===== config.mk =====
export PLATFORM = sky130hd
export DESIGN_NAME = timer_counter_8bit_pwm_unit_flat
export DESIGN_NICKNAME = d
export VERILOG_FILES = /design/src/design/tc8pwm_pkg.sv /design/src/design/tc8pwm_if.sv /design/src/design/tc8pwm_core.sv /design/src/design/timer_counter_8bit_pwm_unit.sv /design/src/flat_wrapper.sv
export VERILOG_INCLUDE_DIRS = /design/src /design/src/design
export SDC_FILE = /design/constraint.sdc
export NUM_CORES = 1
export LEC_CHECK = 0
export ABC_AREA = 1
export BUFFER_PORTS_ARGS = -buffer_cell sky130_fd_sc_hd__buf_2
export CORE_AREA = 2 2 108 110
export CTS_BUF_LIST = sky130_fd_sc_hd__clkbuf_8
export CTS_CLUSTER_DIAMETER = 40
export CTS_CLUSTER_SIZE = 20
export DETAILED_ROUTE_END_ITERATION = 16
export DIE_AREA = 0 0 110 112
export GPL_TIMING_DRIVEN = 0
export PLACE_DENSITY = 0.8
export REMOVE_ABC_BUFFERS = 1
export SLEW_MARGIN = 20
export SYNTH_ARGS = -nofsm -noshare
export SYNTH_HDL_FRONTEND = slang
export SYNTH_SLANG_ARGS = --single-unit

===== constraint.sdc =====
create_clock -name clk -period 2.1 [get_ports clk]
set_input_delay 0.63 -clock clk [delete_from_list [all_inputs] [get_ports clk]]
set_output_delay 0.63 -clock clk [all_outputs]
set_load 0.01 [all_outputs]

===== src/design/timer_counter_8bit_pwm_unit_assert.svh =====
// assertion macros for the timer/counter pwm unit
`ifndef TIMER_COUNTER_8BIT_PWM_UNIT_ASSERT_SVH
`define TIMER_COUNTER_8BIT_PWM_UNIT_ASSERT_SVH

// same-cycle implication, checked on clk with arst_n low as disable
`define TC8_ASSERT_SAME(lbl, ante, cons, msg) \
lbl: assert property (@(posedge clk) disable iff (!arst_n) (ante) |-> (cons)) else $error(msg);

// next-cycle implication
`define TC8_ASSERT_NEXT(lbl, ante, cons, msg) \
lbl: assert property (@(posedge clk) disable iff (!arst_n) (ante) |=> (cons)) else $error(msg);

`endif


===== src/design/tc8pwm_pkg.sv =====
// types, codes and helper functions shared by the timer/counter pwm unit
package tc8pwm_pkg;

	localparam int unsigned PrescWidth = 10;

	// request types
	localparam logic [1:0] ReqTick  = 2'd0;
	localparam logic [1:0] ReqWrite = 2'd1;
	localparam logic [1:0] ReqRead  = 2'd2;
	localparam logic [1:0] ReqAck   = 2'd3;

	// register addresses
	localparam logic [2:0] AddrCount   = 3'd0;
	localparam logic [2:0] AddrCompare = 3'd1;
	localparam logic [2:0] AddrEnables = 3'd2;
	localparam logic [2:0] AddrFlags   = 3'd3;
	localparam logic [2:0] AddrPeriod  = 3'd4;

	// acknowledge targets
	localparam logic [2:0] AckOverflow = 3'd0;
	localparam logic [2:0] AckCompare  = 3'd1;

	// waveform modes
	localparam logic [1:0] WaveNormal   = 2'd0;
	localparam logic [1:0] WavePhasePwm = 2'd1;
	localparam logic [1:0] WaveCtc      = 2'd2;
	localparam logic [1:0] WaveFastPwm  = 2'd3;

	// compare output modes
	localparam logic [1:0] OutOff    = 2'd0;
	localparam logic [1:0] OutToggle = 2'd1;
	localparam logic [1:0] OutClear  = 2'd2;
	localparam logic [1:0] OutSet    = 2'd3;

	// clock select codes
	localparam logic [2:0] ClkStop    = 3'd0;
	localparam logic [2:0] ClkDiv1    = 3'd1;
	localparam logic [2:0] ClkDiv8    = 3'd2;
	localparam logic [2:0] ClkDiv64   = 3'd3;
	localparam logic [2:0] ClkDiv256  = 3'd4;
	localparam logic [2:0] ClkDiv1024 = 3'd5;
	localparam logic [2:0] ClkPinFall = 3'd6;
	localparam logic [2:0] ClkPinRise = 3'd7;

	// configuration register indexes
	localparam logic [1:0] CfgWaveMode   = 2'd0;
	localparam logic [1:0] CfgOutputMode = 2'd1;
	localparam logic [1:0] CfgClockSel   = 2'd2;
	localparam logic [1:0] CfgPeriodTrk  = 2'd3;

	localparam logic [1:0] FlagOvf = 2'b01;
	localparam logic [1:0] FlagCmp = 2'b10;

	typedef struct packed {
		logic [1:0] req_type;
		logic [2:0] reg_addr;
		logic [7:0] write_data;
		logic       ext_pin;
	} item_t;

	typedef struct packed {
		logic [15:0] read_data;
		logic        wave_out;
		logic        irq;
		logic [1:0]  flags_now;
	} result_t;

	typedef struct packed {
		logic [1:0] waveform_mode;
		logic [1:0] output_mode;
		logic [2:0] clock_select;
		logic       period_tracking;
	} cfg_t;

	typedef struct packed {
		logic [1:0] flags;
		logic [1:0] enables;
	} status_t;

	function automatic logic [PrescWidth-1:0] presc_mask(input logic [2:0] sel);
		logic [PrescWidth-1:0] m;
		unique case (sel)
			ClkDiv1:    m = 10'd0;
			ClkDiv8:    m = 10'd7;
			ClkDiv64:   m = 10'd63;
			ClkDiv256:  m = 10'd255;
			ClkDiv1024: m = 10'd1023;
			default:    m = 10'd0;
		endcase
		return m;
	endfunction

	function automatic logic pin_action(input logic cur, input logic [1:0] act);
		logic r;
		unique case (act)
			OutToggle: r = ~cur;
			OutClear:  r = 1'b0;
			OutSet:    r = 1'b1;
			default:   r = cur;
		endcase
		return r;
	endfunction

endpackage


===== src/design/tc8pwm_if.sv =====
// valid/ready channel carrying one input item of the timer/counter pwm unit
interface tc8pwm_in_if;
	logic       valid;
	logic       ready;
	logic [1:0] req_type;
	logic [2:0] reg_addr;
	logic [7:0] write_data;
	logic       ext_pin;

	modport source (output valid, output req_type, output reg_addr, output write_data,
		output ext_pin, input ready);
	modport sink (input valid, input req_type, input reg_addr, input write_data,
		input ext_pin, output ready);
endinterface

// valid/ready channel carrying one result item
interface tc8pwm_out_if;
	logic        valid;
	logic        ready;
	logic [15:0] read_data;
	logic        wave_out;
	logic        irq;
	logic [1:0]  flags_now;

	modport source (output valid, output read_data, output wave_out, output irq,
		output flags_now, input ready);
	modport sink (input valid, input read_data, input wave_out, input irq,
		input flags_now, output ready);
endinterface


===== src/design/tc8pwm_core.sv =====
// timer state, prescaler, waveform generation and register access for one item
module tc8pwm_core #(
	parameter int unsigned COUNT_WIDTH        = 8,
	parameter int unsigned PERIOD_COUNT_WIDTH = 16
) (
	input  logic                clk,
	input  logic                arst_n,
	input  logic                step,
	input  tc8pwm_pkg::item_t   item,
	input  tc8pwm_pkg::cfg_t    cfg,
	output tc8pwm_pkg::result_t result,
	output tc8pwm_pkg::status_t status
);

	localparam int unsigned PW = tc8pwm_pkg::PrescWidth;
	localparam logic [COUNT_WIDTH-1:0] CntMax = '1;
	localparam logic [COUNT_WIDTH-1:0] CntZero = '0;
	localparam logic [COUNT_WIDTH-1:0] CntOne = COUNT_WIDTH'(1);

	logic [COUNT_WIDTH-1:0]        cnt_q, cmp_act_q, cmp_buf_q;
	logic [PW-1:0]                 presc_q;
	logic                          down_q, wave_q, last_pin_q;
	logic [1:0]                    flags_q, en_q;
	logic [PERIOD_COUNT_WIDTH-1:0] per_q;

	logic [COUNT_WIDTH-1:0]        cnt_d, cmp_act_d, cmp_buf_d;
	logic [PW-1:0]                 presc_d;
	logic                          down_d, wave_d, last_pin_d;
	logic [1:0]                    flags_d, en_d;
	logic [PERIOD_COUNT_WIDTH-1:0] per_d;
	logic [15:0]                   rd;

	logic                          fire, match, rising;
	logic [PW-1:0]                 mask;
	logic [1:0]                    ack_bit;
	logic [31:0]                   per_wide;

	assign mask     = tc8pwm_pkg::presc_mask(cfg.clock_select);
	assign per_wide = 32'(per_q);
	assign match    = (cnt_q == cmp_act_q);
	assign rising   = (cnt_q == CntZero) || (!down_q && cnt_q != CntMax);
	assign ack_bit  = (item.reg_addr == tc8pwm_pkg::AckOverflow) ?
		tc8pwm_pkg::FlagOvf : tc8pwm_pkg::FlagCmp;

	always_comb begin
		unique case (cfg.clock_select)
			tc8pwm_pkg::ClkStop:    fire = 1'b0;
			tc8pwm_pkg::ClkPinFall: fire = last_pin_q && !item.ext_pin;
			tc8pwm_pkg::ClkPinRise: fire = !last_pin_q && item.ext_pin;
			default:                fire = ((presc_q & mask) == mask);
		endcase
	end

	always_comb begin
		cnt_d      = cnt_q;
		cmp_act_d  = cmp_act_q;
		cmp_buf_d  = cmp_buf_q;
		presc_d    = presc_q;
		down_d     = down_q;
		wave_d     = wave_q;
		last_pin_d = last_pin_q;
		flags_d    = flags_q;
		en_d       = en_q;
		per_d      = per_q;
		rd         = '0;
		unique case (item.req_type)
			tc8pwm_pkg::ReqTick: begin
				presc_d    = presc_q + PW'(1);
				last_pin_d = item.ext_pin;
				if (fire) begin
					if (match)
						flags_d = flags_d | tc8pwm_pkg::FlagCmp;
					unique case (cfg.waveform_mode)
						tc8pwm_pkg::WaveNormal: begin
							cnt_d = cnt_q + CntOne;
							if (cnt_q == CntMax)
								flags_d = flags_d | tc8pwm_pkg::FlagOvf;
							if (match)
								wave_d = tc8pwm_pkg::pin_action(wave_q, cfg.output_mode);
						end
						tc8pwm_pkg::WaveCtc: begin
							if (match) begin
								cnt_d  = CntZero;
								wave_d = tc8pwm_pkg::pin_action(wave_q, cfg.output_mode);
							end else begin
								cnt_d = cnt_q + CntOne;
								if (cnt_q == CntMax)
									flags_d = flags_d | tc8pwm_pkg::FlagOvf;
							end
						end
						tc8pwm_pkg::WaveFastPwm: begin
							cnt_d = cnt_q + CntOne;
							if (match && cfg.output_mode[1])
								wave_d = tc8pwm_pkg::pin_action(wave_q, cfg.output_mode);
							if (cnt_q == CntMax) begin
								flags_d   = flags_d | tc8pwm_pkg::FlagOvf;
								cmp_act_d = cmp_buf_q;
								if (cfg.output_mode == tc8pwm_pkg::OutClear)
									wave_d = 1'b1;
								else if (cfg.output_mode == tc8pwm_pkg::OutSet)
									wave_d = 1'b0;
							end
						end
						default: begin
							if (match && cfg.output_mode[1])
								wave_d = (cfg.output_mode == tc8pwm_pkg::OutSet) ?
									rising : !rising;
							if (!down_q) begin
								if (cnt_q == CntMax) begin
									down_d    = 1'b1;
									cnt_d     = cnt_q - CntOne;
									cmp_act_d = cmp_buf_q;
								end else begin
									cnt_d = cnt_q + CntOne;
								end
							end else begin
								if (cnt_q == CntZero) begin
									down_d  = 1'b0;
									cnt_d   = CntOne;
									flags_d = flags_d | tc8pwm_pkg::FlagOvf;
								end else begin
									cnt_d = cnt_q - CntOne;
								end
							end
						end
					endcase
				end
			end
			tc8pwm_pkg::ReqWrite: begin
				unique case (item.reg_addr)
					tc8pwm_pkg::AddrCount: cnt_d = COUNT_WIDTH'(item.write_data);
					tc8pwm_pkg::AddrCompare: begin
						cmp_buf_d = COUNT_WIDTH'(item.write_data);
						if (cfg.waveform_mode == tc8pwm_pkg::WaveNormal ||
							cfg.waveform_mode == tc8pwm_pkg::WaveCtc)
							cmp_act_d = COUNT_WIDTH'(item.write_data);
					end
					tc8pwm_pkg::AddrEnables: en_d = item.write_data[1:0];
					tc8pwm_pkg::AddrFlags:   flags_d = flags_q & ~item.write_data[1:0];
					tc8pwm_pkg::AddrPeriod:  per_d = PERIOD_COUNT_WIDTH'(item.write_data);
					default: ;
				endcase
			end
			tc8pwm_pkg::ReqRead: begin
				unique case (item.reg_addr)
					tc8pwm_pkg::AddrCount:   rd = 16'(cnt_q);
					tc8pwm_pkg::AddrCompare: rd = 16'(cmp_buf_q);
					tc8pwm_pkg::AddrEnables: rd = 16'(en_q);
					tc8pwm_pkg::AddrFlags:   rd = 16'(flags_q);
					tc8pwm_pkg::AddrPeriod:  rd = per_wide[15:0];
					default:                 rd = '0;
				endcase
			end
			default: begin
				if ((item.reg_addr == tc8pwm_pkg::AckOverflow ||
					item.reg_addr == tc8pwm_pkg::AckCompare) && (flags_q & ack_bit) != 2'b00)
				begin
					flags_d = flags_q & ~ack_bit;
					if (cfg.period_tracking &&
						((cfg.waveform_mode == tc8pwm_pkg::WaveCtc) ?
						(item.reg_addr == tc8pwm_pkg::AckCompare) :
						(item.reg_addr == tc8pwm_pkg::AckOverflow)))
						per_d = per_q + PERIOD_COUNT_WIDTH'(1);
				end
			end
		endcase
	end

	always_ff @(posedge clk or negedge arst_n) begin
		if (!arst_n) begin
			cnt_q      <= '0;
			cmp_act_q  <= '0;
			cmp_buf_q  <= '0;
			presc_q    <= '0;
			down_q     <= 1'b0;
			wave_q     <= 1'b0;
			last_pin_q <= 1'b0;
			flags_q    <= '0;
			en_q       <= '0;
			per_q      <= '0;
		end else if (step) begin
			cnt_q      <= cnt_d;
			cmp_act_q  <= cmp_act_d;
			cmp_buf_q  <= cmp_buf_d;
			presc_q    <= presc_d;
			down_q     <= down_d;
			wave_q     <= wave_d;
			last_pin_q <= last_pin_d;
			flags_q    <= flags_d;
			en_q       <= en_d;
			per_q      <= per_d;
		end
	end

	assign result.read_data = rd;
	assign result.wave_out  = (cfg.output_mode != tc8pwm_pkg::OutOff) && wave_d;
	assign result.irq       = |(flags_d & en_d);
	assign result.flags_now = flags_d;

	assign status.flags   = flags_q;
	assign status.enables = en_q;

endmodule


===== src/design/timer_counter_8bit_pwm_unit.sv =====
// 8-bit timer/counter with pwm: one item per clock cycle while the output side
// keeps up. An accepted item (timer tick, register write, register read or
// interrupt acknowledge) sits in the input register, updates the timer state
// as it moves on and leaves its result in the output register; both registers
// move on whenever the output is free or being taken, so a new item is taken
// every cycle while the output side keeps up. Results come out in the order
// the items went in. The user must write configuration through cfg_we, cfg_index
// and cfg_wdata only while no item is in flight; the block does not enforce it.
module timer_counter_8bit_pwm_unit #(
	parameter int unsigned COUNT_WIDTH        = 8,
	parameter int unsigned PERIOD_COUNT_WIDTH = 16
) (
	input  logic          clk,
	input  logic          arst_n,
	tc8pwm_in_if.sink     in_ch,
	tc8pwm_out_if.source  out_ch,
	input  logic          cfg_we,
	input  logic [1:0]    cfg_index,
	input  logic [2:0]    cfg_wdata
);

	`include "timer_counter_8bit_pwm_unit_assert.svh"

	tc8pwm_pkg::cfg_t    cfg_q;
	tc8pwm_pkg::item_t   item_s1;
	tc8pwm_pkg::result_t res_s2, res_c;
	tc8pwm_pkg::status_t stat;
	logic                v_s1, v_s2, adv, take;

	assign adv         = !v_s2 || out_ch.ready;
	assign in_ch.ready = !v_s1 || adv;
	assign take        = in_ch.valid && in_ch.ready;

	always_ff @(posedge clk or negedge arst_n) begin
		if (!arst_n) begin
			cfg_q <= '0;
		end else if (cfg_we) begin
			unique case (cfg_index)
				tc8pwm_pkg::CfgWaveMode:   cfg_q.waveform_mode   <= cfg_wdata[1:0];
				tc8pwm_pkg::CfgOutputMode: cfg_q.output_mode     <= cfg_wdata[1:0];
				tc8pwm_pkg::CfgClockSel:   cfg_q.clock_select    <= cfg_wdata;
				default:                   cfg_q.period_tracking <= cfg_wdata[0];
			endcase
		end
	end

	always_ff @(posedge clk or negedge arst_n) begin
		if (!arst_n) begin
			v_s1 <= 1'b0;
			v_s2 <= 1'b0;
		end else begin
			if (in_ch.ready)
				v_s1 <= in_ch.valid;
			if (adv)
				v_s2 <= v_s1;
		end
	end

	always_ff @(posedge clk) begin
		if (take) begin
			item_s1.req_type   <= in_ch.req_type;
			item_s1.reg_addr   <= in_ch.reg_addr;
			item_s1.write_data <= in_ch.write_data;
			item_s1.ext_pin    <= in_ch.ext_pin;
		end
		if (adv && v_s1)
			res_s2 <= res_c;
	end

	tc8pwm_core #(
		.COUNT_WIDTH        (COUNT_WIDTH),
		.PERIOD_COUNT_WIDTH (PERIOD_COUNT_WIDTH)
	) u_core (
		.clk    (clk),
		.arst_n (arst_n),
		.step   (adv && v_s1),
		.item   (item_s1),
		.cfg    (cfg_q),
		.result (res_c),
		.status (stat)
	);

	assign out_ch.valid     = v_s2;
	assign out_ch.read_data = res_s2.read_data;
	assign out_ch.wave_out  = res_s2.wave_out;
	assign out_ch.irq       = res_s2.irq;
	assign out_ch.flags_now = res_s2.flags_now;

	`TC8_ASSERT_NEXT(a_s1_held, v_s1 && !adv, v_s1, "item lost from input register")
	`TC8_ASSERT_NEXT(a_s1_moves, v_s1 && adv, v_s2, "item did not reach output register")
	`TC8_ASSERT_SAME(a_flags_track, v_s2, out_ch.flags_now == stat.flags, "flags out of step")
	`TC8_ASSERT_SAME(a_irq_track, v_s2, out_ch.irq == |(stat.flags & stat.enables),
		"irq disagrees with flags and enables")

endmodule

===== src/flat_wrapper.sv =====
// flat-port wrapper written by rule: the top's interface ports become plain ports
module timer_counter_8bit_pwm_unit_flat 
#(
	parameter int unsigned COUNT_WIDTH        = 8,
	parameter int unsigned PERIOD_COUNT_WIDTH = 16
)
  (clk, arst_n, cfg_we, cfg_index, cfg_wdata, in_ch_valid, in_ch_req_type, in_ch_reg_addr, in_ch_write_data, in_ch_ext_pin, in_ch_ready, out_ch_valid, out_ch_read_data, out_ch_wave_out, out_ch_irq, out_ch_flags_now, out_ch_ready);
  tc8pwm_in_if in_ch_i ();
  tc8pwm_out_if out_ch_i ();
  input  logic clk;
  input  logic arst_n;
  input  logic cfg_we;
  input  logic [1:0] cfg_index;
  input  logic [2:0] cfg_wdata;
  input wire logic [$bits(in_ch_i.valid)-1:0] in_ch_valid;
  input wire logic [$bits(in_ch_i.req_type)-1:0] in_ch_req_type;
  input wire logic [$bits(in_ch_i.reg_addr)-1:0] in_ch_reg_addr;
  input wire logic [$bits(in_ch_i.write_data)-1:0] in_ch_write_data;
  input wire logic [$bits(in_ch_i.ext_pin)-1:0] in_ch_ext_pin;
  output wire logic [$bits(in_ch_i.ready)-1:0] in_ch_ready;
  output wire logic [$bits(out_ch_i.valid)-1:0] out_ch_valid;
  output wire logic [$bits(out_ch_i.read_data)-1:0] out_ch_read_data;
  output wire logic [$bits(out_ch_i.wave_out)-1:0] out_ch_wave_out;
  output wire logic [$bits(out_ch_i.irq)-1:0] out_ch_irq;
  output wire logic [$bits(out_ch_i.flags_now)-1:0] out_ch_flags_now;
  input wire logic [$bits(out_ch_i.ready)-1:0] out_ch_ready;
  assign in_ch_i.valid = in_ch_valid;
  assign in_ch_i.req_type = in_ch_req_type;
  assign in_ch_i.reg_addr = in_ch_reg_addr;
  assign in_ch_i.write_data = in_ch_write_data;
  assign in_ch_i.ext_pin = in_ch_ext_pin;
  assign in_ch_ready = in_ch_i.ready;
  assign out_ch_valid = out_ch_i.valid;
  assign out_ch_read_data = out_ch_i.read_data;
  assign out_ch_wave_out = out_ch_i.wave_out;
  assign out_ch_irq = out_ch_i.irq;
  assign out_ch_flags_now = out_ch_i.flags_now;
  assign out_ch_i.ready = out_ch_ready;
  timer_counter_8bit_pwm_unit #(.COUNT_WIDTH(COUNT_WIDTH), .PERIOD_COUNT_WIDTH(PERIOD_COUNT_WIDTH)) u_core (.clk(clk), .arst_n(arst_n), .in_ch(in_ch_i), .out_ch(out_ch_i), .cfg_we(cfg_we), .cfg_index(cfg_index), .cfg_wdata(cfg_wdata));
endmodule

==> flow_summary.yaml, run 1 <==
run_status:
  status: "complete, no violations"
clock_network:
  htree_levels: 3
  path_clk_slew_ns: 0.11
  cts_sinks: 101
  tritoncts: "built"
  ctsLongestPathBuffers: 2
  worstSkewPairLatency_ns: 0.40
  cts.root.buffer_cell: "sky130_fd_sc_hd__clkbuf_8"
  cts_inserted_buffers: 9
power_and_ir_drop:
  ir_drop_uv: 638.9
  p_switching_uw: 2544
  sequential_power_share: 0.448
  switching_share: 0.3950
  power-per-cell-area_nw_per_um2: 974.8
  power.share.clock: 0.212
  comb_power_share: 0.339
  power_leakage_uw: 0.003109
  intPower_uw: 3898
detailed_routing:
  routed_wirelength_normalized_by_instance_count_um: 14.75
  post_detailed_route_via_to_cell_ratio: 5.404
  dr_total_vias: 5118
  remaining_drc_errors: 0
  wl_um: 13970
  initialDrtViolationCount: 411
  drt_first_pass_iters: 5
  residual_antenna_violating_net_count_after_detailed_routing: 0
layout:
  layout_common_cells: "231 x sky130_fd_sc_hd__nand2_1, 93 x sky130_fd_sc_hd__inv_1, 64 x sky130_fd_sc_hd__dfrtp_1"
  layout_commonest_cell: "sky130_fd_sc_hd__nand2_1"
  drive_above_1_share: 0.1716
  area_delta_synth_final_pct: 9.881
  final_cell_count_no_fill: 947
  antenna_cells_inserted: 0
  fin_nets: 832
timing:
  slew_violations: 0
  final_min_period_over_clock_period: 0.9432
  timing_hold_violations_final: 0
  post-route-min-period_ns: 1.981
  finalSetupViolations: 0
  worst-slew-pin-transition_ns: 0.7238
  maxSlewHeadroom: 0.5169
  skew_ns: 0.01810
  achievable-frequency_mhz: 504.9
  setup_slack_ns: 0.1194
die:
  dieArea_sq_um: 12320
  initial_core_utilization: 0.5382
  die_w_um: 110
  site_rows: 39
  core-area_sq_um: 11170
  floorplan.die.height_um: 112
  pin_count: 46
global_routing:
  groute.usage.overall: 0.2411
  via_count_of_the_first_global_routing_pass: 4686
  grt_pass1_wl_um: 22870
  globalRoute.totalOverflow: 0
  antenna_violations_before_repair: 0
  pin_count_of_the_biggest_net_entering_global_routing: 39
synth:
  postSynthRegisterBits: 101
  ys_seq_area_frac: 0.4485
  syn-mean-instance-area_sq_um: 7.956
  synth_cell_type_count: 53
  post_synthesis_instance_area_sq_um: 6015
  synthCells: 756
  synthesis.yosys.warnings: 0
setup_path:
  path_cells: "ha_1 > nand2_1 > nor2_4 > nand2_2 > inv_1 > o21ai_0 > nand2_1 > nand2_1 > nand2_1 > nand2_1 > nand2_1 > nand2_1 > nand2_1"
  max_stage_delay_ns: 0.46
  critical_path.top_delay_family: "simple AND/OR/NAND/NOR gates"
  critical_path.n_buffers_inverters: 1
  critical-path-slowest-cell: "sky130_fd_sc_hd__dfrtp_2"
  worstPathRequired_ns: 2.40
  r2r_setup_slack_ns: 0.12
  critical_path.most_common_cell: "sky130_fd_sc_hd__nand2_1"
  cp_data_arrival_time_ns: 2.28
  worst-path-max-fanout: 7
  worst_setup_path_end_kind: "flop"
  path_class: "reg -> reg"
  setup.worst_path.start_class: "flop"
placement:
  portbufs: 45
  post-dp-hpwl_um: 9704
  routability_congestion_estimate_from_global_placement: 0.9234
  place.detailed.instances: 924
  placement.setup.worst_slack_ns: -0.5654
flow_run:
  max_cap_violation_count: 0
worst_hold_path:
  hold_path.class: "in -> async"
[routing by layer]
| metal | vias to the layer above | share of wire | global-route usage |
|---|---|---|---|
| li1 | 2535 | - | - |
| met1 | 2395 | 0.46 | 0.3412 |
| met2 | 164 | 0.46 | 0.3673 |
| met3 | 24 | 0.065 | 0.05796 |
| met4 | 0 | 0.018 | 0.07257 |
| met5 | - | 0 | 0 |
[power groups by stage]
stage               Clock [uW]  Combinational, uW  Sequential, uW
global placement             0               2060            2890
CTS                       1390               2120            2860
detailed placement           0               2100            2900
global route              1470               2490            2940
floorplan                    0               1590            2840
finish                    1370               2190            2890
[sequential cells by signal (all words and copies together) (netlist names), 2 cells and up]
signal                   flops
u_core.out_ch.read_data     16
u_core.u_core.per_q         16
u_core.item_s1              14
u_core.u_core.presc_q       10
u_core.cfg_q                 8
u_core.u_core.cmp_act_q      8
u_core.u_core.cmp_buf_q      8
u_core.u_core.cnt_q          8
u_core.out_ch.flags_now      2
u_core.u_core.en_q           2
u_core.u_core.flags_q        2
[cells in the mapped netlist (all sizes together)]
cell type	number	area, sq um
o21ai	62	344.1
o21bai	1	7.510
xnor2	10	87.58
o22ai	5	31.28
clkbuf	4	15.01
clkinv	2	7.510
dfrtp	67	1677
mux2	1	11.26
nand3	48	262.8
o31ai	5	42.54
xor2	14	122.6
nand4	12	81.33
nand3b	3	22.52
nor4	3	31.28
nor3	16	96.35
inv	109	419.2
nand2	244	960.9
edfxtp	34	1021
a22oi	2	20.02
buf	17	135.1
o211ai	2	20.02
a21oi	16	95.10
o221a	1	11.26
a31oi	3	18.77
a211oi	1	7.510
o221ai	5	43.79
a21boi	3	22.52
nor2	57	286.5
ha	9	112.6
[kinds of logic after synthesis]
kind of cell | share of synthesized area
and+or+nand+nor | 0.2896
buffers and inverters | 0.09590
AOI/OAI and AO/OA | 0.1105
DFF | 0.4485
xor gates and xnor gates | 0.03495
adders and majority gates | 0.01872
muxes | 0.001872
[timing repair]
action | CTS | global route
gates cloned | 0 | 1
setup endpoints to repair | 31 | 28
pin swaps | 1 | 2
buffers inserted | 2 | 4
resized for setup | 1 | 17
hold buffers | 0 | 0
[stage by stage]
stage	utilization	cell area (sq um)	power, uW	TNS [ns]	hold WS, ns
floorplan	-	5864	4427	-0.1602	0.3344
global placement	0.5610	6269	4954	-10.62	0.4565
detailed placement	0.5630	6291	5003	-12.26	0.4737
CTS	0.5837	6523	6376	0	0.1622
global route	0.5914	6609	6904	-0.002371	0.1684
finish	0.5914	6609	6442	0	0.1550
[worst paths after layout]
path,startpoint,cells after the start,endpoint
hold / removal,arst_n,1,u_core.u_core.cmp_act_q[3]
min in group clk,in_ch_write_data[2],1,u_core.item_s1[3]
setup / recovery,u_core.u_core.cnt_q[0],13,u_core.u_core.cnt_q[4]
max in group asynchronous,arst_n,2,u_core.u_core.last_pin_q
setup reg to reg,u_core.u_core.cnt_q[0],13,u_core.u_core.cnt_q[4]
hold reg to reg,u_core.u_core.presc_q[9],1,u_core.u_core.presc_q[9]
[worst register-to-register path: stages (launching register included)]
cell and delay (ns):
sky130_fd_sc_hd__dfrtp_2 0.46, sky130_fd_sc_hd__ha_1 0.24, sky130_fd_sc_hd__nand2_1 0.16, sky130_fd_sc_hd__nor2_4 0.05, sky130_fd_sc_hd__nand2_2 0.15, sky130_fd_sc_hd__inv_1 0.16, sky130_fd_sc_hd__o21ai_0 0.22, sky130_fd_sc_hd__nand2_1 0.07
sky130_fd_sc_hd__nand2_1 0.06, sky130_fd_sc_hd__nand2_1 0.06, sky130_fd_sc_hd__nand2_1 0.07, sky130_fd_sc_hd__nand2_1 0.06, sky130_fd_sc_hd__nand2_1 0.07, sky130_fd_sc_hd__nand2_1 0.05
[cell type report]
type	count	area, sq um
inverter	111	445.4
multi-input combinational	524	2776
tap	143	178.9
timing repair buffer	52	292.8
sequential	101	2701
clock buffer	9	123.9
clock inverter	7	90.09
fill	977	4566
No activity file was read; power rests on OpenSTA's default activity.
==> run 2: changes to the inputs <==
--- a/config.mk
+++ b/config.mk
@@ -9,7 +9,6 @@
 export ABC_AREA = 1
 export BUFFER_PORTS_ARGS = -buffer_cell sky130_fd_sc_hd__buf_2
 export CORE_AREA = 2 2 108 110
-export CTS_BUF_LIST = sky130_fd_sc_hd__clkbuf_8
 export CTS_CLUSTER_DIAMETER = 40
 export CTS_CLUSTER_SIZE = 20
 export DETAILED_ROUTE_END_ITERATION = 16
==> constraint.sdc (replaced) <==
create_clock -name clk -period 2.1 [get_ports clk]
set_input_delay 0.21 -clock clk [delete_from_list [all_inputs] [get_ports clk]]
set_output_delay 0.21 -clock clk [all_outputs]
set_load 0.01 [all_outputs]
==> run 2 against run 1 <==
Net effect: count of clock-buffer cells in the layout rose by 2; first-iteration DRC count up 3.6%; global-route usage rose by 0.13 points; largest cell class unchanged.
==> flow_summary.yaml, run 2 (synthesized netlist as in run 1, its figures left out) <==
clock_network:
  tritoncts: "built"
  worstSkewPairLatency_ns: 0.36
  htree_levels: 3
  cts.root.buffer_cell: "sky130_fd_sc_hd__clkbuf_16"
  path_clk_slew_ns: 0.07
  cts_inserted_buffers: 9
  cts_sinks: 101
  ctsLongestPathBuffers: 2
die:
  core-area_sq_um: 11170
  pin_count: 46
  die_w_um: 110
  site_rows: 39
  dieArea_sq_um: 12320
  floorplan.die.height_um: 112
  initial_core_utilization: 0.5382
setup_path:
  worst-path-max-fanout: 7
  max_stage_delay_ns: 0.44
  critical_path.n_buffers_inverters: 1
  r2r_setup_slack_ns: 0.15
  cp_data_arrival_time_ns: 2.20
  critical_path.top_delay_family: "simple AND/OR/NAND/NOR gates"
  setup.worst_path.start_class: "flop"
  critical_path.most_common_cell: "sky130_fd_sc_hd__nand2_1"
  timing.critical_path.from: "u_core.u_core.cnt_q[0]"
  worst_r2r_startpoint: "u_core.u_core.cnt_q[0]"
  path_class: "reg -> reg"
  worstPathRequired_ns: 2.35
  path_cells: "ha_1 > nand2_1 > nor2_4 > nand2_2 > inv_1 > o21ai_0 > nand2_1 > nand2_1 > nand2_1 > nand2_1 > nand2_1 > nand2_1 > nand2_1"
  r2r-end: "u_core.u_core.cnt_q[4]"
  worst_setup_path_end_kind: "flop"
  ff2ff_path_depth: 13
  critical-path-slowest-cell: "sky130_fd_sc_hd__dfrtp_2"
timing:
  unrepaired_setup_endpoints_after_global_routing: "no"
  setup_slack_ns: 0.1498
  achievable-frequency_mhz: 512.8
  worst-slew-pin-transition_ns: 0.7103
  maxSlewHeadroom: 0.5260
  slew_violations: 0
  final.hold.worst_slack_ns: 0.02670
  post-route-min-period_ns: 1.950
  finalSetupViolations: 0
  final_min_period_over_clock_period: 0.9287
  timing_hold_violations_final: 0
  skew_ns: 0.009684
worst_hold_path:
  holdCritStartpoint: "in_ch_write_data[2]"
  min_path_cells: 1
  hold_path.class: "in -> reg"
  endpoint_of_the_worst_hold_timing_path: "u_core.item_s1[3]"
layout:
  filler_cell_count: 971
  drive_above_1_share: 0.1714
  antenna_cells_inserted: 0
  layout_commonest_cell: "sky130_fd_sc_hd__nand2_1"
  fin_nets: 833
  area_delta_synth_final_pct: 11.48
  layout_common_cells: "231 x sky130_fd_sc_hd__nand2_1, 92 x sky130_fd_sc_hd__inv_1, 64 x sky130_fd_sc_hd__dfrtp_1"
  final_cell_count_no_fill: 948
placement:
  routability_congestion_estimate_from_global_placement: 0.9234
  portbufs: 45
  post-dp-hpwl_um: 9704
  place.detailed.instances: 924
  placement.setup.worst_slack_ns: -0.2004
power_and_ir_drop:
  power_leakage_uw: 0.003157
  power-per-cell-area_nw_per_um2: 1017
  finalPower_uw: 6822
  ir_drop_uv: 892.1
global_routing:
  groute.usage.overall: 0.2424
  antenna_violations_before_repair: 0
  globalRoute.totalOverflow: 0
  pin_count_of_the_biggest_net_entering_global_routing: 39
  grt_pass1_wl_um: 23050
  via_count_of_the_first_global_routing_pass: 4742
detailed_routing:
  drt_first_pass_iters: 6
  initialDrtViolationCount: 426
  routed_wirelength_normalized_by_instance_count_um: 14.55
  remaining_drc_errors: 0
  post_detailed_route_via_to_cell_ratio: 5.359
  residual_antenna_violating_net_count_after_detailed_routing: 0
  wl_um: 13800
  dr_total_vias: 5080
flow_run:
  max_cap_violation_count: 0
run_status:
  status: "complete, no violations"
## run 2: worst max-delay path by stage
stage	end	slack (ns)	depth (start not counted)
after global placement	u_core.u_core.per_q[9]	-0.16	11
final	u_core.u_core.cnt_q[4]	0.15	13
after floorplan	u_core.u_core.per_q[9]	0.18	10
after CTS	u_core.u_core.per_q[13]	0.01	9
after global routing	u_core.u_core.cmp_act_q[4]	0.002	9
after detailed placement	u_core.u_core.per_q[13]	-0.20	9
## run 2: power breakdown
group | switching (uW) | internal, uW
clock network | 736 | 997
registers | 443 | 2450
logic | 1400 | 793
total | 2580 | 4240
## run 2: metrics by stage
step / util / area (sq um) / TNS [ns]
global route: 0.6000 / 6705 / 0
CTS: 0.5932 / 6629 / 0
global placement: 0.5610 / 6269 / -2.383
finish: 0.6000 / 6705 / 0
detailed placement: 0.5630 / 6291 / -3.225
floorplan: - / 5864 / 0
## run 2: cell type report
class                      count  area [sq um]  area share
multi-input combinational    523          2759      0.4115
timing repair buffer          54         310.3     0.04628
sequential                   101          2701      0.4029
clock inverter                 5         56.30    0.008397
inverter                     111         445.4     0.06643
tap                          143         178.9     0.02668
clock buffer                  11         254.0     0.03788
## run 2: per-layer routing
| metal | routed length [um] | part of all wire | up-vias | global-route usage |
|---|---|---|---|---|
| met4 | 181 | 0.013 | 0 | 0.06667 |
| met1 | 6407 | 0.46 | 2377 | 0.3388 |
| met5 | 0 | 0 | - | 0 |
| met3 | 764 | 0.055 | 19 | 0.05562 |
| met2 | 6443 | 0.47 | 147 | 0.3787 |
| li1 | - | - | 2537 | - |
## run 2: repair_timing
action	in CTS	in global routing
setup endpoints to repair	31	27
pin swaps	1	2
setup buffers	2	5
endpoints found under the hold margin	29	0
hold buffers	1	0
resized for setup	1	16
## run 2: worst register-to-register path: stages (launching register included)
cell and delay, ns:
sky130_fd_sc_hd__dfrtp_2 0.44, sky130_fd_sc_hd__ha_1 0.24, sky130_fd_sc_hd__nand2_1 0.15, sky130_fd_sc_hd__nor2_4 0.05, sky130_fd_sc_hd__nand2_2 0.15, sky130_fd_sc_hd__inv_1 0.16, sky130_fd_sc_hd__o21ai_0 0.21, sky130_fd_sc_hd__nand2_1 0.07
sky130_fd_sc_hd__nand2_1 0.06, sky130_fd_sc_hd__nand2_1 0.06, sky130_fd_sc_hd__nand2_1 0.07, sky130_fd_sc_hd__nand2_1 0.06, sky130_fd_sc_hd__nand2_1 0.06, sky130_fd_sc_hd__nand2_1 0.05
==> run 3: changes to the inputs <==
--- a/config.mk
+++ b/config.mk
@@ -7,14 +7,14 @@
 export NUM_CORES = 1
 export LEC_CHECK = 0
 export ABC_AREA = 1
-export BUFFER_PORTS_ARGS = -buffer_cell sky130_fd_sc_hd__buf_2
-export CORE_AREA = 2 2 108 110
+export CORE_AREA = 2 2 92 129
 export CTS_CLUSTER_DIAMETER = 40
 export CTS_CLUSTER_SIZE = 20
 export DETAILED_ROUTE_END_ITERATION = 16
-export DIE_AREA = 0 0 110 112
+export DIE_AREA = 0 0 94 131
+export DONT_BUFFER_PORTS = 1
 export GPL_TIMING_DRIVEN = 0
-export PLACE_DENSITY = 0.8
+export PLACE_DENSITY = 0.76
 export REMOVE_ABC_BUFFERS = 1
 export SLEW_MARGIN = 20
 export SYNTH_ARGS = -nofsm -noshare
==> run 3 against run 2 <==
Net effect: critical path depth is 6 lower; setup slack lost 0.077 ns; non-clock buffer count decreased by 35; global-route usage is 1.5 points higher; largest power group unchanged.
==> flow_summary.yaml, run 3 (synthesized netlist as in run 1, its figures left out) <==
detailed_routing:
  post_detailed_route_via_to_cell_ratio: 5.519
  met2WireLength_um: 7802
  residual_antenna_violating_net_count_after_detailed_routing: 0
  dr_total_vias: 5050
  wl_um: 14860
  initialDrtViolationCount: 383
  wl_met1_um: 5745
  routed_wirelength_normalized_by_instance_count_um: 16.24
  drt_first_pass_iters: 5
  route.top_layer_used: "met4"
  wl_met3_um: 744
  remaining_drc_errors: 0
timing:
  worst-slew-pin-transition_ns: 0.6744
  final.setup.tns_ns: 0
  maxSlewHeadroom: 0.5499
  achievable-frequency_mhz: 493.2
  slew_violations: 0
  unrepaired_setup_endpoints_after_global_routing: "yes"
  skew_ns: 0.008503
  final_min_period_over_clock_period: 0.9656
  timing_hold_violations_final: 0
  setup_slack_ns: 0.07234
  post-route-min-period_ns: 2.028
  finalSetupViolations: 0
worst_hold_path:
  min_path_cells: 1
  holdCritStartpoint: "cfg_wdata[2]"
  hold_path.class: "in -> reg"
placement:
  portbufs: 0
  place.detailed.instances: 879
  post_dp_cell_area_sq_um: 6045
  placement.setup.worst_slack_ns: -0.4162
  post-dp-hpwl_um: 10440
  routability_congestion_estimate_from_global_placement: 0.9852
power_and_ir_drop:
  ir_drop_uv: 567.5
  sequential_power_share: 0.434
  switching_share: 0.3912
  power.share.clock: 0.249
  intPower_uw: 4135
  comb_power_share: 0.317
  power_leakage_uw: 0.003020
  p_switching_uw: 2657
  power-per-cell-area_nw_per_um2: 1027
setup_path:
  path_cells: "nor2_2 > nand2_1 > nand2_1 > nand4_2 > nand2_8 > inv_4 > o31ai_2"
  worst_setup_path_end_kind: "flop"
  timing.critical_path.from: "u_core.item_s1[10]"
  worst-path-max-fanout: 17
  path_class: "reg -> reg"
  setup.worst_path.start_class: "flop"
  cp_data_arrival_time_ns: 2.27
  max_stage_delay_ns: 0.48
  critical_path.most_common_cell: "sky130_fd_sc_hd__nand2_1"
  critical-path-slowest-cell: "sky130_fd_sc_hd__edfxtp_1"
  worstPathRequired_ns: 2.34
  worst_r2r_startpoint: "u_core.item_s1[10]"
  critical_path.top_delay_family: "simple AND/OR/NAND/NOR gates"
  path_depth: 7
  ff2ff_path_depth: 7
  critical_path.n_buffers_inverters: 1
layout:
  postLayoutCoreUtil: 0.5894
  filler_cell_count: 982
  drive_above_1_share: 0.1219
  multi_input_comb_area_sq_um: 2778
  antenna_cells_inserted: 0
  fin_nets: 799
  summed_area_of_non_filler_cells_in_the_final_layout_sq_um: 6615
  layout_commonest_cell: "sky130_fd_sc_hd__nand2_1"
  area_delta_synth_final_pct: 9.985
  final_cell_count_no_fill: 915
  layout_common_cells: "230 x sky130_fd_sc_hd__nand2_1, 92 x sky130_fd_sc_hd__inv_1, 63 x sky130_fd_sc_hd__dfrtp_1"
  final-seq-area_sq_um: 2703
clock_network:
  cts_inserted_buffers: 9
  htree_levels: 3
  tritoncts: "built"
  cts.root.buffer_cell: "sky130_fd_sc_hd__clkbuf_16"
  worstSkewPairLatency_ns: 0.35
  path_clk_slew_ns: 0.07
  cts_sinks: 101
  ctsLongestPathBuffers: 2
die:
  core-area_sq_um: 11220
  pin_count: 46
  site_rows: 46
  dieArea_sq_um: 12310
  initial_core_utilization: 0.5359
  floorplan.die.height_um: 131
  die_w_um: 94
global_routing:
  globalRoute.totalOverflow: 0
  groute.usage.overall: 0.2571
  pin_count_of_the_biggest_net_entering_global_routing: 68
  via_count_of_the_first_global_routing_pass: 5009
  antenna_violations_before_repair: 0
  grt_pass1_wl_um: 24330
run_status:
  status: "complete, no violations"
flow_run:
  max_cap_violation_count: 0
==> run 3: path summary, 6_finish.rpt <==
| path | slack [ns] | end |
|---|---|---|
| worst max-delay path | 0.07 | u_core.u_core.per_q[11] |
| worst min-delay path | 0.01 | u_core.cfg_q[3] |
| worst max register to register | 0.07 | u_core.u_core.per_q[11] |
| worst min register to register | 0.47 | u_core.u_core.presc_q[9] |
| max in group asynchronous | 1.36 | u_core.u_core.down_q |
| min in group asynchronous | 0.42 | u_core.u_core.per_q[14] |
==> run 3: metal layers <==
metal	up-vias	GRT usage
met5	-	0
met4	0	0.1296
met3	51	0.03612
met2	177	0.4613
met1	2364	0.2986
li1	2458	-
==> run 3: metrics by stage <==
step                      power [uW]  hold WS (ns)
after floorplan                 4427      -0.08559
after global placement          4904      -0.08132
after detailed placement        4985      -0.08164
after CTS                       6731      0.006706
after global routing            7225      0.002309
final                           6792       0.01011
==> run 3: power by group through the flow <==
stage	registers, uW	clock network, uW	logic, uW
2_1_floorplan	2840	0	1590
3_3_place_gp	2940	0	1960
3_5_place_dp	2960	0	2020
4_1_cts	2920	1700	2110
5_1_grt	3000	1780	2450
6_report	2950	1690	2150
==> run 3: what timing repair did <==
action,in CTS,in global routing
hold buffers,17,0
setup endpoints to repair,37,30
gates resized for setup,5,17
cloned,0,1
hold endpoints to repair,82,0
pin swaps,1,1
buffers inserted,2,0
==> run 3: area by class of cell <==
class,count,share of cell area
inverters,111,0.06696
multi-input cells,523,0.4199
clock inverters,7,0.01135
repair buffers,19,0.03064
flip-flops and latches,101,0.4085
clock buffers,9,0.03405
repair inverters,1,0.001324
well taps,144,0.02724
